<file path="src/design/adq_pkg.sv">
package adq_pkg;

  localparam int DEPTH_DEF      = 16;
  localparam int VALUE_BITS_DEF = 32;

  localparam int VAL_W = 32;
  localparam int OP_W  = 3;
  localparam int ST_W  = 2;
  localparam int CAP_W = 5;

  localparam logic [CAP_W-1:0] CAP_RESET = 5'd16;

  localparam logic [OP_W-1:0] OP_PUSH_FRONT = 3'd0;
  localparam logic [OP_W-1:0] OP_PUSH_REAR  = 3'd1;
  localparam logic [OP_W-1:0] OP_POP_FRONT  = 3'd2;
  localparam logic [OP_W-1:0] OP_POP_REAR   = 3'd3;

  localparam logic [ST_W-1:0] ST_OK        = 2'd0;
  localparam logic [ST_W-1:0] ST_OVERFLOW  = 2'd1;
  localparam logic [ST_W-1:0] ST_UNDERFLOW = 2'd2;

  typedef struct packed {
    logic load;
    logic exec;
    logic shift_step;
    logic shift_end;
    logic shift_fin;
    logic read_fr;
    logic out_load;
  } adq_cmd_t;

  typedef struct packed {
    logic need_shift;
    logic shift_last;
    logic out_free;
  } adq_stat_t;

endpackage

</file>
<file path="src/design/adq_ctrl.sv">
module adq_ctrl (
  input  logic              clk,
  input  logic              rst_n,
  input  logic              in_tvalid,
  output logic              in_tready,
  input  adq_pkg::adq_stat_t stat,
  output adq_pkg::adq_cmd_t  cmd
);

  typedef enum logic [2:0] {
    S_IDLE,
    S_EXEC,
    S_SHIFT,
    S_SHIFT_END,
    S_SHIFT_FIN,
    S_READ,
    S_RESP
  } state_t;

  state_t state_r;
  state_t state_nxt;

  always_ff @(posedge clk) begin
    if (!rst_n) begin
      state_r <= S_IDLE;
    end else begin
      state_r <= state_nxt;
    end
  end

  assign in_tready = (state_r == S_IDLE);

  always_comb begin
    state_nxt = state_r;
    cmd       = '0;
    case (state_r)
      S_IDLE: begin
        if (in_tvalid) begin
          cmd.load  = 1'b1;
          state_nxt = S_EXEC;
        end
      end
      S_EXEC: begin
        cmd.exec  = 1'b1;
        state_nxt = stat.need_shift ? S_SHIFT : S_READ;
      end
      S_SHIFT: begin
        cmd.shift_step = 1'b1;
        if (stat.shift_last) begin
          state_nxt = S_SHIFT_END;
        end
      end
      S_SHIFT_END: begin
        cmd.shift_end = 1'b1;
        state_nxt     = S_SHIFT_FIN;
      end
      S_SHIFT_FIN: begin
        cmd.shift_fin = 1'b1;
        state_nxt     = S_READ;
      end
      S_READ: begin
        cmd.read_fr = 1'b1;
        state_nxt   = S_RESP;
      end
      S_RESP: begin
        if (stat.out_free) begin
          cmd.out_load = 1'b1;
          state_nxt    = S_IDLE;
        end
      end
      default: begin
        state_nxt = S_IDLE;
      end
    endcase
  end

endmodule

</file>
<file path="src/design/adq_dp.sv">
module adq_dp #(
  parameter int DEPTH      = adq_pkg::DEPTH_DEF,
  parameter int VALUE_BITS = adq_pkg::VALUE_BITS_DEF
) (
  input  logic                       clk,
  input  logic                       rst_n,
  input  adq_pkg::adq_cmd_t          cmd,
  output adq_pkg::adq_stat_t         stat,
  input  logic [adq_pkg::OP_W-1:0]   in_op,
  input  logic [adq_pkg::VAL_W-1:0]  in_val,
  input  logic                       cfg_wr_en,
  input  logic [adq_pkg::CAP_W-1:0]  cfg_wr_data,
  input  logic                       out_tready,
  output logic                       out_tvalid,
  output logic [103:0]               out_tdata,
  output logic [1:0]                 out_tuser
);

  localparam int IDX_W = $clog2(DEPTH);
  localparam int CW    = ((IDX_W > adq_pkg::CAP_W) ? IDX_W : adq_pkg::CAP_W) + 1;
  localparam int VW    = adq_pkg::VAL_W;

  logic [adq_pkg::OP_W-1:0]  op_r;
  logic [VALUE_BITS-1:0]     val_r;
  logic [IDX_W-1:0]          front_r;
  logic [IDX_W-1:0]          rear_r;
  logic                      empty_r;
  logic [adq_pkg::CAP_W-1:0] cap_r;
  logic [IDX_W-1:0]          sh_idx_r;
  logic [IDX_W-1:0]          sh_wr_r;
  logic                      sh_pend_r;
  logic [adq_pkg::ST_W-1:0]  status_r;
  logic                      pop_ok_r;
  logic [VW-1:0]             popped_r;
  logic                      out_tvalid_r;
  logic [103:0]              out_tdata_r;
  logic [1:0]                out_tuser_r;

  logic [VALUE_BITS-1:0]     mem [DEPTH];
  logic [VALUE_BITS-1:0]     rdata_a_r;
  logic [VALUE_BITS-1:0]     rdata_b_r;

  logic [VALUE_BITS-1:0]     push_narrow;
  logic [VW-1:0]             rd_a_w;
  logic [VW-1:0]             rd_b_w;

  logic [CW-1:0]             cap_ext;
  logic [CW-1:0]             eff_cap;
  logic [CW-1:0]             rear_inc;
  logic                      full;
  logic                      is_push;
  logic                      is_pop;
  logic                      push_ok;
  logic                      pop_ok;
  logic                      ovf;
  logic                      unf;
  logic                      need_shift;
  logic [IDX_W-1:0]          rear_p1;
  logic [IDX_W-1:0]          front_m1;

  logic                      we;
  logic [IDX_W-1:0]          waddr;
  logic [VALUE_BITS-1:0]     wdata;
  logic                      re_a;
  logic [IDX_W-1:0]          raddr_a;
  logic                      re_b;
  logic [IDX_W-1:0]          raddr_b;

  if (VALUE_BITS <= VW) begin : g_narrow
    assign push_narrow = in_val[VALUE_BITS-1:0];
  end else begin : g_extend
    assign push_narrow = {{(VALUE_BITS-VW){in_val[VW-1]}}, in_val};
  end

  if (VALUE_BITS < VW) begin : g_wsext
    assign rd_a_w = {{(VW-VALUE_BITS){rdata_a_r[VALUE_BITS-1]}}, rdata_a_r};
    assign rd_b_w = {{(VW-VALUE_BITS){rdata_b_r[VALUE_BITS-1]}}, rdata_b_r};
  end else if (VALUE_BITS == VW) begin : g_weq
    assign rd_a_w = rdata_a_r;
    assign rd_b_w = rdata_b_r;
  end else begin : g_wcut
    assign rd_a_w = rdata_a_r[VW-1:0];
    assign rd_b_w = rdata_b_r[VW-1:0];
  end

  assign cap_ext  = CW'(cap_r);
  assign eff_cap  = (cap_r == '0) ? CW'(1) :
                    ((cap_ext > CW'(DEPTH)) ? CW'(DEPTH) : cap_ext);
  assign rear_inc = CW'(rear_r) + CW'(1);
  assign full     = !empty_r && (rear_inc >= eff_cap);
  assign rear_p1  = rear_r + IDX_W'(1);
  assign front_m1 = front_r - IDX_W'(1);

  assign is_push    = (op_r == adq_pkg::OP_PUSH_FRONT) || (op_r == adq_pkg::OP_PUSH_REAR);
  assign is_pop     = (op_r == adq_pkg::OP_POP_FRONT) || (op_r == adq_pkg::OP_POP_REAR);
  assign push_ok    = is_push && !full;
  assign pop_ok     = is_pop && !empty_r;
  assign ovf        = is_push && full;
  assign unf        = is_pop && empty_r;
  assign need_shift = push_ok && !empty_r && (op_r == adq_pkg::OP_PUSH_FRONT) &&
                      (front_r == '0);

  assign stat.need_shift = need_shift;
  assign stat.shift_last = (sh_idx_r == '0);
  assign stat.out_free   = !out_tvalid_r || out_tready;

  always_comb begin
    we      = 1'b0;
    waddr   = '0;
    wdata   = val_r;
    re_a    = 1'b0;
    raddr_a = front_r;
    re_b    = 1'b0;
    raddr_b = rear_r;
    if (cmd.exec && !need_shift) begin
      if (push_ok) begin
        we = 1'b1;
        if (empty_r) begin
          waddr = '0;
        end else if (op_r == adq_pkg::OP_PUSH_REAR) begin
          waddr = rear_p1;
        end else begin
          waddr = front_m1;
        end
      end
      if (pop_ok) begin
        re_a    = 1'b1;
        raddr_a = (op_r == adq_pkg::OP_POP_FRONT) ? front_r : rear_r;
      end
    end
    if (cmd.shift_step) begin
      we      = sh_pend_r;
      waddr   = sh_wr_r;
      wdata   = rdata_a_r;
      re_a    = 1'b1;
      raddr_a = sh_idx_r;
    end
    if (cmd.shift_end) begin
      we    = 1'b1;
      waddr = sh_wr_r;
      wdata = rdata_a_r;
    end
    if (cmd.shift_fin) begin
      we    = 1'b1;
      waddr = '0;
      wdata = val_r;
    end
    if (cmd.read_fr) begin
      re_a    = 1'b1;
      raddr_a = front_r;
      re_b    = 1'b1;
      raddr_b = rear_r;
    end
  end

  // slot store: one write port, two registered read ports
  always_ff @(posedge clk) begin
    if (we) begin
      mem[waddr] <= wdata;
    end
    if (re_a) begin
      rdata_a_r <= mem[raddr_a];
    end
    if (re_b) begin
      rdata_b_r <= mem[raddr_b];
    end
  end

  always_ff @(posedge clk) begin
    if (!rst_n) begin
      front_r      <= '0;
      rear_r       <= '0;
      empty_r      <= 1'b1;
      cap_r        <= adq_pkg::CAP_RESET;
      sh_pend_r    <= 1'b0;
      out_tvalid_r <= 1'b0;
    end else begin
      if (cfg_wr_en) begin
        cap_r <= cfg_wr_data;
      end
      if (cmd.exec) begin
        if (need_shift) begin
          sh_pend_r <= 1'b0;
        end else if (push_ok) begin
          if (empty_r) begin
            front_r <= '0;
            rear_r  <= '0;
            empty_r <= 1'b0;
          end else if (op_r == adq_pkg::OP_PUSH_REAR) begin
            rear_r <= rear_p1;
          end else begin
            front_r <= front_m1;
          end
        end else if (pop_ok) begin
          if (front_r == rear_r) begin
            front_r <= '0;
            rear_r  <= '0;
            empty_r <= 1'b1;
          end else if (op_r == adq_pkg::OP_POP_FRONT) begin
            front_r <= front_r + IDX_W'(1);
          end else begin
            rear_r <= rear_r - IDX_W'(1);
          end
        end
      end
      if (cmd.shift_step) begin
        sh_pend_r <= 1'b1;
      end
      if (cmd.shift_fin) begin
        rear_r <= rear_p1;
      end
      if (cmd.out_load) begin
        out_tvalid_r <= 1'b1;
      end else if (out_tready) begin
        out_tvalid_r <= 1'b0;
      end
    end
  end

  always_ff @(posedge clk) begin
    if (cmd.load) begin
      op_r  <= in_op;
      val_r <= push_narrow;
    end
    if (cmd.exec) begin
      status_r <= ovf ? adq_pkg::ST_OVERFLOW : (unf ? adq_pkg::ST_UNDERFLOW : adq_pkg::ST_OK);
      pop_ok_r <= pop_ok;
      if (need_shift) begin
        sh_idx_r <= rear_r;
      end
    end
    if (cmd.shift_step) begin
      sh_wr_r <= sh_idx_r + IDX_W'(1);
      if (sh_idx_r != '0) begin
        sh_idx_r <= sh_idx_r - IDX_W'(1);
      end
    end
    if (cmd.read_fr) begin
      popped_r <= pop_ok_r ? rd_a_w : '1;
    end
    if (cmd.out_load) begin
      out_tuser_r           <= status_r;
      out_tdata_r[31:0]     <= popped_r;
      out_tdata_r[63:32]    <= empty_r ? '1 : rd_a_w;
      out_tdata_r[95:64]    <= empty_r ? '1 : rd_b_w;
      out_tdata_r[96]       <= empty_r;
      out_tdata_r[97]       <= full;
      out_tdata_r[103:98]   <= '0;
    end
  end

  assign out_tvalid = out_tvalid_r;
  assign out_tdata  = out_tdata_r;
  assign out_tuser  = out_tuser_r;

`ifndef SYNTHESIS
  a_empty_idx: assert property (@(posedge clk) disable iff (!rst_n)
    empty_r |-> (front_r == '0 && rear_r == '0))
    else $error("empty queue with nonzero index");

  a_order: assert property (@(posedge clk) disable iff (!rst_n)
    !empty_r |-> (front_r <= rear_r))
    else $error("front index beyond rear index");

  a_ovf_hold: assert property (@(posedge clk) disable iff (!rst_n)
    (cmd.exec && ovf) |=> ($stable(front_r) && $stable(rear_r) && $stable(empty_r)))
    else $error("overflow changed queue state");

  a_shift_tail: assert property (@(posedge clk) disable iff (!rst_n)
    cmd.shift_fin |-> (sh_wr_r == IDX_W'(1) && front_r == '0))
    else $error("shift finished before reaching slot one");
`endif

endmodule

</file>
<file path="src/design/array_double_ended_queue.sv">
// channel   ports       tuser              tdata (low bit up)
// in        in_t*       operation[2:0]     push_value[31:0]
// out       out_t*      status[1:0]        popped_value[31:0], front_value[63:32],
//                                          rear_value[95:64], queue_empty[96],
//                                          queue_full[97], zero[103:98]
// cfg       cfg_wr_*    -                  capacity_in_use[4:0]
//
// Each request runs in order: accept, execute, read front/rear, load result.
// A push at the front with front index 0 into a non-empty queue first moves every
// stored value up one slot, one value per cycle through the single write port.
// rst_n is synchronous; the queue is empty and capacity is 16 after reset.
// A new request is taken while a result waits; a stalled output holds the
// controller before it loads the next result.
module array_double_ended_queue #(
  parameter int DEPTH      = adq_pkg::DEPTH_DEF,
  parameter int VALUE_BITS = adq_pkg::VALUE_BITS_DEF
) (
  input  logic         clk,
  input  logic         rst_n,
  input  logic         in_tvalid,
  output logic         in_tready,
  input  logic [31:0]  in_tdata,   // push_value
  input  logic [2:0]   in_tuser,   // operation
  output logic         out_tvalid,
  input  logic         out_tready,
  output logic [103:0] out_tdata,  // popped, front, rear, empty, full, pad
  output logic [1:0]   out_tuser,  // status
  input  logic         cfg_wr_en,
  input  logic [4:0]   cfg_wr_data // capacity_in_use
);

  adq_pkg::adq_cmd_t  cmd;
  adq_pkg::adq_stat_t stat;

  adq_ctrl u_ctrl (
    .clk       (clk),
    .rst_n     (rst_n),
    .in_tvalid (in_tvalid),
    .in_tready (in_tready),
    .stat      (stat),
    .cmd       (cmd)
  );

  adq_dp #(
    .DEPTH      (DEPTH),
    .VALUE_BITS (VALUE_BITS)
  ) u_dp (
    .clk         (clk),
    .rst_n       (rst_n),
    .cmd         (cmd),
    .stat        (stat),
    .in_op       (in_tuser),
    .in_val      (in_tdata),
    .cfg_wr_en   (cfg_wr_en),
    .cfg_wr_data (cfg_wr_data),
    .out_tready  (out_tready),
    .out_tvalid  (out_tvalid),
    .out_tdata   (out_tdata),
    .out_tuser   (out_tuser)
  );

endmodule
</file>
<file path="config.mk">
export PLATFORM = sky130hd
export DESIGN_NAME = array_double_ended_queue
export DESIGN_NICKNAME = d
export VERILOG_FILES = /design/src/design/adq_pkg.sv /design/src/design/adq_ctrl.sv /design/src/design/adq_dp.sv /design/src/design/array_double_ended_queue.sv
export SDC_FILE = /design/constraint.sdc
export NUM_CORES = 1
export LEC_CHECK = 0
export BUFFER_PORTS_ARGS = -buffer_cell sky130_fd_sc_hd__buf_2
export CAP_MARGIN = 5
export CORE_MARGIN = 5
export CORE_UTILIZATION = 35
export DETAILED_ROUTE_END_ITERATION = 7
export MAX_ROUTING_LAYER = met4
export SYNTH_ARGS = -nofsm -noshare
export SYNTH_HDL_FRONTEND = slang
export SYNTH_SLANG_ARGS = --single-unit
</file>
<file path="constraint.sdc">
create_clock -name clk -period 26.1 [get_ports clk]
set_clock_uncertainty 0.15 [all_clocks]
set_input_delay 3.915 -clock clk [delete_from_list [all_inputs] [get_ports clk]]
set_output_delay 3.915 -clock clk [all_outputs]
set_load 0.01 [all_outputs]
</file>
# Word-level counts from Yosys, hierarchy flattened
# Memory sizes are Yosys's and may differ from the RTL's. A register that Yosys moved wholly into a read port is not among the register bits.
# Index checks and enable logic that the tools add are counted.
# classes
reduce_logical	35
bitwise	1
addsub	7
order_cmp	2
n_eq_ne	17
n_mux	71
# op_table
cell	count
$mux 4	31
$mux 32	3
$mux 1	29
$pmux 3 s7	1
$add 4x1->4 const B	3
$eq 3x2->1 const B	4
$mux 3	4
$reduce_bool 2->1	6
$sub 4x1->4 const B	3
$reduce_and 5->1	2
$eq 3x3->1 const B	3
$logic_and 1x1->1	9
$logic_not 4->1	2
$ne 2x2->1 const B	4
$ne 4x3->1 const B	2
$eq 3x1->1 const B	2
$ge 6x6->1	1
$logic_not 3->1	2
$mux 6	1
$reduce_bool 3->1	2
$add 4x1->5 const B	1
$gt 5x5->1 const B	1
$logic_not 5->1	1
$mux 5	1
other kinds (10)	15
# totals
word_cells	151
out_inout_bits	108
mem_count	1
in_bits	45
register_bits	197
ramBits	512
# memory_table
memory	depth	word_bits	rd	rd_ports_with_merged_regs	write_ports	line_no	source
u_dp.mem	16	32	2	2	1	adq_dp.sv:39	logic [VALUE_BITS-1:0] mem [DEPTH];

# Depth between registers and ports, before layout
# Gate-level depths: netlist of run 1.
# depth
word_depth	18
mapped_depth	13

# Hierarchy
# A second synthesis of run 1 with hierarchy kept.
# hier_totals
hier_cells	2086
area_unflattened_um2	34630.7
# by_module_without_submodules
mod	seq_area_each_um2	n_inst	area_each_um2	cells_per_inst
adq_dp	22922.0	1	34405.5	2056
adq_ctrl	60.1	1	225.2	30

# Worst setup path after synthesis of run 1
# Ideal clock, no wire load.
# synth_path
path_type	in2reg
from	in out_tready
to	reg u_dp.out_tdata_r[0] (netlist: u_dp.out_tdata[0]), enable pin
t_arrival_ns	10.789
path_slack_ns	14.479
t_required_ns	25.268
setup_time_ns	0.682
cell_stages	2
path_cell_list	nor2b_1 > nor3_1
# synth_rtl
element	line_no	source
from (decl)	array_double_ended_queue.sv:25	input logic out_tready,
to (signal assigned)	adq_dp.sv:243	out_tdata_r[31:0] <= popped_r;
to (decl)	adq_dp.sv:36	logic [103:0] out_tdata_r;

# Worst setup path in the final report of run 1
# layout_path
from	reg u_ctrl.state_r[2]
to	out in_tready
# layout_between
elab_chain_len	1
# layout_rtl
element	line_no	source
from (decl)	adq_ctrl.sv:20	state_t state_r;
from (signal assigned)	adq_ctrl.sv:27	state_r <= state_nxt;
$logic_not 3->1	adq_ctrl.sv:31	assign in_tready = (state_r == S_IDLE);
to (decl)	array_double_ended_queue.sv:21	output logic in_tready,
# No other way between the ends.

==> impl_metrics.env, run 1 <==
export IMPL_p_total_mw=4.07
export IMPL_relSlewSlack=0.284
export IMPL_yosys_register_bits=773
export IMPL_clkTransAtPathRegs_ns=0.06
export IMPL_synth_edf_count=750
export IMPL_place_congestion=0.804
export IMPL_crit_path_max_fanout=16
export IMPL_slowest_delay_ns=0.65
export IMPL_remaining_drc_errors=0
export IMPL_drt_iter0_markers=1565
export IMPL_synth_top_cell_area_share=0.672
export IMPL_fill_cells=8513
export IMPL_crit_path_start_kind="flip-flop"
export IMPL_dieArea_um2=102000
export IMPL_synth_top_cell_by_area="edfxtp_1"
export IMPL_cts_max_path_buffers=3
export IMPL_crit_path_end_kind="primary output"
export IMPL_grt_pass1_vias=19600
export IMPL_r2r_start="u_dp.raddr_b[2]$_SDFFE_PN0P_"
export IMPL_die_h_um=320
export IMPL_cap_violations=0
export IMPL_layout_setup_ws_ns=20.45
export IMPL_synth_main_ff_cell="edfxtp_1"
export IMPL_avgSynthCellArea_um2=17.3
export IMPL_hold_viol=0
export IMPL_cts_max_level=3
export IMPL_worstMarginPinSlew_ns=1.07
export IMPL_r2r_end="u_dp.mem[14][16]$_DFFE_PP_"
export IMPL_fmax_mhz=177
export IMPL_crit_start="u_ctrl.state_r[2]$_SDFFE_PN0P_"
export IMPL_routedWlPerCell_um=26.3
export IMPL_ff2ff_setup_slack_ns=20.46
export IMPL_critical_path_class="flip-flop to primary output"
export IMPL_arrival_ns=1.59
export IMPL_hpwl_um=50200
export IMPL_finalSetupTns_ns=0
export IMPL_drv_slew=0
export IMPL_p_leak_nw=11.7
export IMPL_powerDensity_nw_per_um2=106
export IMPL_min_period_over_period=0.216
export IMPL_syn2layout_area_growth_pct=14.6
export IMPL_timing_critical_path_to="in_tready"
export IMPL_firstDrtPassIters=5
export IMPL_rows=113
export IMPL_post_dp_cell_area_um2=35800
export IMPL_ant_nets=0
export IMPL_r2r_cells=11
export IMPL_pin_count=153
export IMPL_ys_types=63
export IMPL_cp_required_ns=22.03
export IMPL_ys_async_sr_fraction=0
export IMPL_die_w_um=320
export IMPL_postCtsSetupBuffers=0
export IMPL_insertion_delay_ns=0.63
export IMPL_netlist_instances=1942
export IMPL_status="complete, no violations"
export IMPL_grt_ovfl_total=0
export IMPL_yosysWarnings=0
export IMPL_ir_worst_vdd_mv=0.0566
export IMPL_viasPerCell=5.49
export IMPL_critical_path_slowest_cell="dfxtp_1"
export IMPL_cts_root_buf="clkbuf_16"
export IMPL_cts_tree="yes"
export IMPL_grt_max_degree=133
export IMPL_detail_route_wirelength_um=89900
export IMPL_fp_coreArea_um2=95000
export IMPL_fin_hold_ws_ns=0.252
export IMPL_ys_seq_area_frac=0.685
export IMPL_rsz0062_at_grt="no"
export IMPL_drive_above_1_share=0.297
export IMPL_grt_pass1_wl_um=131000
export IMPL_gr_usage_all_layers=0.176
export IMPL_nets=2143
export IMPL_syn_area_um2=33500
export IMPL_fin_area_um2=38400
export IMPL_cts_buffers=79
export IMPL_path_cells="nor3_1 > buf_2"
export IMPL_cts_resized=0
export IMPL_antenna_found_initial=2
export IMPL_start_util=0.353
export IMPL_cts_sinks=773
export IMPL_finalCriticalPeriod_ns=5.65
export IMPL_synth_area_leaders="edfxtp_1 (67%), mux4_2 (11%), mux2i_1 (5.9%)"
export IMPL_num_vias=18800
export IMPL_dp_slack_ns=19.77
export IMPL_hold_class="flip-flop to flip-flop"
export IMPL_io_buffers=146
export IMPL_setup_violations=0
export IMPL_hold_buffers=0
-- synthesized netlist by cell type (3+ instances only) --
library cell and instances:
nand2b_1 41, a32oi_1 4, o21ai_0 15, or2_2 66
nand4_1 3, clkbuf_1 63, nor2_1 44, mux2_2 63
a32o_1 4, mux4_2 160, nand3_1 15, o221ai_1 34
nor2b_1 3, buf_1 25, nor3_1 16, inv_1 10
o221ai_2 3, a21oi_1 49, or4_1 32, a31oi_1 6
o211ai_1 5, buf_2 32, o31ai_1 3, buf_4 6
a211oi_1 3, dfxtp_1 23, buf_6 4, nand2_1 135
xnor2_1 8, edfxtp_1 750, mux2i_1 199, ha_1 12
and2_1 4, o22ai_1 67
-- power by group --
| group | switching (mW) | internal [mW] |
|---|---|---|
| sequential | 0.0990 | 1.65 |
| combinational | 0.701 | 0.474 |
| clock | 0.471 | 0.671 |
| total | 1.27 | 2.80 |
-- through the flow --
stage | std cells | utilization
floorplan | 1947 | -
global placement | 3270 | 0.377
detailed placement | 3270 | 0.377
CTS | 3413 | 0.404
global route | 3415 | 0.404
finish | 3415 | 0.404
-- how the worst min path moves through the flow --
| stage | from | endpoint | cells after the start |
|---|---|---|---|
| floorplan | u_dp.popped_r[0]$_SDFFCE_PN1P_ | u_dp.out_tdata[0]$_DFFE_PP_ | 0 |
| global placement | u_dp.popped_r[25]$_SDFFCE_PN1P_ | u_dp.out_tdata[25]$_DFFE_PP_ | 0 |
| detailed placement | u_dp.popped_r[27]$_SDFFCE_PN1P_ | u_dp.out_tdata[27]$_DFFE_PP_ | 0 |
| CTS | u_dp.popped_r[26]$_SDFFCE_PN1P_ | u_dp.out_tdata[26]$_DFFE_PP_ | 0 |
| global route | u_dp.popped_r[26]$_SDFFCE_PN1P_ | u_dp.out_tdata[26]$_DFFE_PP_ | 0 |
| finish | u_dp.popped_r[26]$_SDFFCE_PN1P_ | u_dp.out_tdata[26]$_DFFE_PP_ | 0 |
-- critical path, delay by kind of cell (launching register included) --
| family | cells | cell delay (ns) |
|---|---|---|
| flops | 1 | 0.65 |
| buf+inv | 1 | 0.17 |
| simple gates | 1 | 0.15 |
-- cell type report --
| class | instances | area (µm²) | area share |
|---|---|---|---|
| sequential | 773 | 23000 | 0.599 |
| multi-input combinational | 1032 | 10100 | 0.264 |
| clock buffer | 101 | 2140 | 0.0558 |
| tap | 1265 | 1580 | 0.0412 |
| timing repair buffer | 188 | 1060 | 0.0276 |
| clock inverter | 42 | 450 | 0.0117 |
| inverter | 12 | 46.3 | 0.00121 |
| antenna | 2 | 5.00 | 0.000130 |
-- logic make-up after synthesis --
| logic type | count (synthesis) | synth area share |
|---|---|---|
| multiplexers | 424 | 0.189 |
| adder cells (fa/ha/maj) | 12 | 0.00448 |
| buffers and inverters | 142 | 0.0187 |
| AO/OA/AOI/OAI | 207 | 0.0426 |
| XOR/XNOR | 10 | 0.00261 |
| flip-flops | 773 | 0.685 |
| other | 1 | 0.000112 |
| AND/OR/NAND/NOR | 373 | 0.0572 |
-- state kept, by name, indices dropped and copies added, names as in the netlist, 2 cells and up --
signal / cells
u_dp.raddr_b: 4
u_dp.val_r: 32
u_dp.cap_r: 5
u_dp.sh_wr_r: 4
u_dp.rd_a_w: 32
u_dp.out_tuser: 2
u_dp.front_r: 4
u_ctrl.state_r: 3
u_dp.mem: 512
u_dp.popped_r: 32
u_dp.op_r: 3
u_dp.rd_b_w: 32
u_dp.out_tdata: 98
u_dp.status_r: 2
u_dp.sh_idx_r: 4
-- per-layer routing --
metal | wire, µm | part of all wire | vias up | track usage
li1 | - | - | 8106 | -
met1 | 36100 | 0.40 | 9822 | 0.215
met2 | 46000 | 0.51 | 656 | 0.302
met3 | 4940 | 0.055 | 178 | 0.0261
met4 | 2930 | 0.033 | 0 | 0.0617
met5 | 0 | 0 | - | -
-- cell usage in the layout, fill, tap and decap left out, types with 4 or more instances in the layout --
| cell type | instances |
|---|---|
| clkinvlp_4 | 6 |
| conb_1 | 6 |
| or2_2 | 66 |
| mux2_2 | 63 |
| o21ai_0 | 15 |
| o211ai_1 | 5 |
| a31oi_1 | 6 |
| or4_1 | 32 |
| xnor2_1 | 8 |
| o221ai_1 | 34 |
| dfxtp_4 | 4 |
| nor2_1 | 28 |
| a32o_1 | 4 |
| nand2_2 | 7 |
| inv_1 | 10 |
| nor3_1 | 14 |
| nand3_1 | 15 |
| bufinv_16 | 9 |
| nor2_4 | 16 |
| buf_4 | 41 |
| buf_2 | 146 |
| clkinv_1 | 15 |
| nand2_1 | 128 |
| mux4_2 | 160 |
| clkinv_2 | 11 |
| mux2i_1 | 199 |
| clkbuf_1 | 18 |
| clkbuf_16 | 83 |
| a32oi_1 | 4 |
| o22ai_1 | 67 |
| a21oi_1 | 49 |
| dfxtp_1 | 18 |
| edfxtp_1 | 750 |
| ha_1 | 12 |
| nand2b_1 | 40 |
(Power assumes the default switching activity.)
==> run 2, diff against run 1 <==
--- a/config.mk
+++ b/config.mk
@@ -5,6 +5,7 @@
 export SDC_FILE = /design/constraint.sdc
 export NUM_CORES = 1
 export LEC_CHECK = 0
+export ABC_AREA = 1
 export BUFFER_PORTS_ARGS = -buffer_cell sky130_fd_sc_hd__buf_2
 export CAP_MARGIN = 5
 export CORE_MARGIN = 5
==> constraint.sdc (replaced) <==
create_clock -name clk -period 5.8 [get_ports clk]
set_clock_uncertainty 0.15 [all_clocks]
set_input_delay 0.87 -clock clk [delete_from_list [all_inputs] [get_ports clk]]
set_output_delay 0.87 -clock clk [all_outputs]
set_load 0.01 [all_outputs]
==> run 2 against run 1 <==
  * Global-route usage up 2.1 points
  * Combinational power increased to 4.6 times the previous value
  * Non-clock buffer count grew 42
  * First-iteration DRC count is 98% higher
  * Sequential share of layout area shrank 4.9 points
  * Flip-flop and latch count did not move
  * Via count increased by 49%
  * Sequential power rose to 4.0 times the previous value
  * Die area up 9.2%
  * Critical path depth rose by 15
  * Critical path type is now flip-flop to flip-flop
  * Critical endpoint is now u_dp.mem[6][20]$_DFFE_PP_
  * Largest power group unchanged
==> impl_metrics.env, run 2 <==
export IMPL_cp_top_family="simple AND/OR/NAND/NOR gates"
export IMPL_synth_commonest_cells="nand3_1 (875), edfxtp_1 (750), inv_1 (559)"
export IMPL_layout_setup_ws_ns=0.793
export IMPL_ant_nets=0
export IMPL_hold_viol=0
export IMPL_insertion_delay_ns=0.63
export IMPL_hold_class="input port to flip-flop"
export IMPL_num_vias=27900
export IMPL_cts_tree="yes"
export IMPL_dp_cells=5090
export IMPL_start_util=0.354
export IMPL_drv_slew=0
export IMPL_rows=118
export IMPL_syn_area_um2=36700
export IMPL_grt_max_degree=230
export IMPL_dp_slack_ns=0.919
export IMPL_multi_input_area_um2=10600
export IMPL_cp_required_ns=5.90
export IMPL_postCtsSetupBuffers=0
export IMPL_worst_path_most_repeated_cell="nand2_1"
export IMPL_remaining_drc_errors=0
export IMPL_gr_usage_all_layers=0.198
export IMPL_grt_pass1_vias=26800
export IMPL_dieArea_um2=111000
export IMPL_mostFrequentLayoutCell="nand3_1"
export IMPL_path_cells="inv_4 > ha_1 > ha_1 > nand2_1 > nand2_1 > a21oi_1 > inv_1 > nand2_1 > nand2_1 > inv_2 > nand2_1 > inv_2 > o2111ai_1 > o21ai_0 > nand3_1 > nor2_4 > buf_4"
export IMPL_ir_worst_vdd_mv=0.343
export IMPL_layout_common_cells="nand3_1 (875), edfxtp_1 (750), inv_1 (556)"
export IMPL_grt_ovfl_total=0
export IMPL_yosys_register_bits=773
export IMPL_finalCriticalPeriod_ns=5.01
export IMPL_rsz0062_at_grt="no"
export IMPL_status="complete, no violations"
export IMPL_setup_violations=0
export IMPL_crit_path_max_fanout=38
export IMPL_synth_edf_count=750
export IMPL_cts_root_buf="clkbuf_16"
export IMPL_clkTransAtPathRegs_ns=0.06
export IMPL_largest_reg_flops=512
export IMPL_critical_path_slowest_cell="dfxtp_4"
export IMPL_cts_max_path_buffers=3
export IMPL_cts_resized=0
export IMPL_crit_path_start_kind="flip-flop"
export IMPL_relSlewSlack=0.150
export IMPL_drive_above_1_share=0.112
export IMPL_antenna_found_initial=9
export IMPL_cts_sinks=773
export IMPL_hold_buffers=0
export IMPL_ys_async_sr_fraction=0
export IMPL_finalSetupTns_ns=0
export IMPL_syn2layout_area_growth_pct=13.9
export IMPL_arrival_ns=5.11
export IMPL_fp_coreArea_um2=104000
export IMPL_synth_most_common_cell="nand3_1"
export IMPL_fmax_mhz=200
export IMPL_min_period_over_period=0.863
export IMPL_netlist_instances=3740
export IMPL_ys_types=38
export IMPL_grt_pass1_wl_um=166000
export IMPL_die_w_um=334
export IMPL_place_congestion=0.846
export IMPL_drt_iter0_markers=3106
export IMPL_synth_main_ff_cell="edfxtp_1"
export IMPL_cts_buffers=83
export IMPL_critical_path_class="flip-flop to flip-flop"
export IMPL_crit_path_end_kind="flip-flop"
export IMPL_yosysWarnings=0
export IMPL_p_leak_nw=16.4
export IMPL_viasPerCell=5.33
export IMPL_detail_route_wirelength_um=111000
export IMPL_avgSynthCellArea_um2=9.81
export IMPL_cp_num_buf_inv=5
export IMPL_worstMarginPinSlew_ns=1.27
export IMPL_routedWlPerCell_um=21.1
export IMPL_cap_violations=0
export IMPL_synth_top_cell_area_share=0.614
export IMPL_firstDrtPassIters=8
export IMPL_fill_cells=9924
export IMPL_nets=3852
export IMPL_largest_register="u_dp.mem"
export IMPL_pin_count=153
export IMPL_finalNonFillerCells=5243
export IMPL_slowest_delay_ns=0.74
export IMPL_fin_hold_ws_ns=0.261
export IMPL_powerDensity_nw_per_um2=426
export IMPL_hpwl_um=61900
export IMPL_fin_util=0.403
export IMPL_io_buffers=146
export IMPL_die_h_um=334
export IMPL_seq_area_um2=23000
export IMPL_ys_seq_area_frac=0.626
export IMPL_synth_area_leaders="edfxtp_1 (61%), nand3_1 (12%), inv_1 (5.7%)"
export IMPL_cts_max_level=3
export IMPL_synth_top_cell_by_area="edfxtp_1"
## run 2: cell types whose count changed after synthesis, moves of 54 or more
cell,previous run,this run
a21oi_1,49,283
clkbuf_1,63,117
inv_1,10,559
mux2_2,63,0
mux2i_1,199,0
mux4_2,160,0
nand2_1,135,482
nand3_1,15,875
o21ai_0,15,318
o22ai_1,67,4
## run 2: final timing paths
kind	to	depth (start not counted)	slack, ns	startpoint
max	u_dp.mem[6][20]$_DFFE_PP_	17	0.79	u_dp.raddr_b[1]$_SDFFE_PN0P_
min	u_dp.val_r[6]$_DFFE_PP_	1	0.26	in_tdata[6]
max reg2reg	u_dp.mem[6][20]$_DFFE_PP_	17	0.79	u_dp.raddr_b[1]$_SDFFE_PN0P_
min reg2reg	u_dp.out_tdata[29]$_DFFE_PP_	0	0.27	u_dp.popped_r[29]$_SDFFCE_PN1P_
## run 2: metrics by stage
stage | total power, mW | cell area [µm²]
finish | 17.8 | 41800
global route | 18.7 | 41800
CTS | 17.9 | 41800
detailed placement | 12.4 | 39000
global placement | 12.4 | 39000
floorplan | 10.6 | 36700
## run 2: logic make-up after synthesis
family | after synthesis | share of synthesized area
xor+xnor | 13 | 0.00310
buf+inv | 833 | 0.0910
fa+ha+maj | 12 | 0.00409
other cells | 1 | 0.000102
compound gates | 621 | 0.0857
simple gates | 1487 | 0.190
flops | 773 | 0.626
## run 2: area by class of cell
| type | instances | area share |
|---|---|---|
| inverter | 568 | 0.0512 |
| tap | 1380 | 0.0413 |
| clock inverter | 52 | 0.0143 |
| multi-input combinational | 2139 | 0.254 |
| antenna | 7 | 0.000419 |
| timing repair buffer | 230 | 0.0374 |
| clock buffer | 94 | 0.0512 |
| sequential | 773 | 0.550 |
## run 2: where the power goes
part	internal, mW	switching [mW]	total, mW
registers	6.76	0.185	6.94
logic	1.50	3.94	5.44
clock network	3.22	2.20	5.43
## run 2: layer usage
layer	GRT usage	part of all wire	vias to the layer above
li1	-	-	13000
met1	0.257	0.41	13400
met2	0.309	0.46	1390
met3	0.0368	0.094	238
met4	0.0753	0.034	0
met5	-	0	-
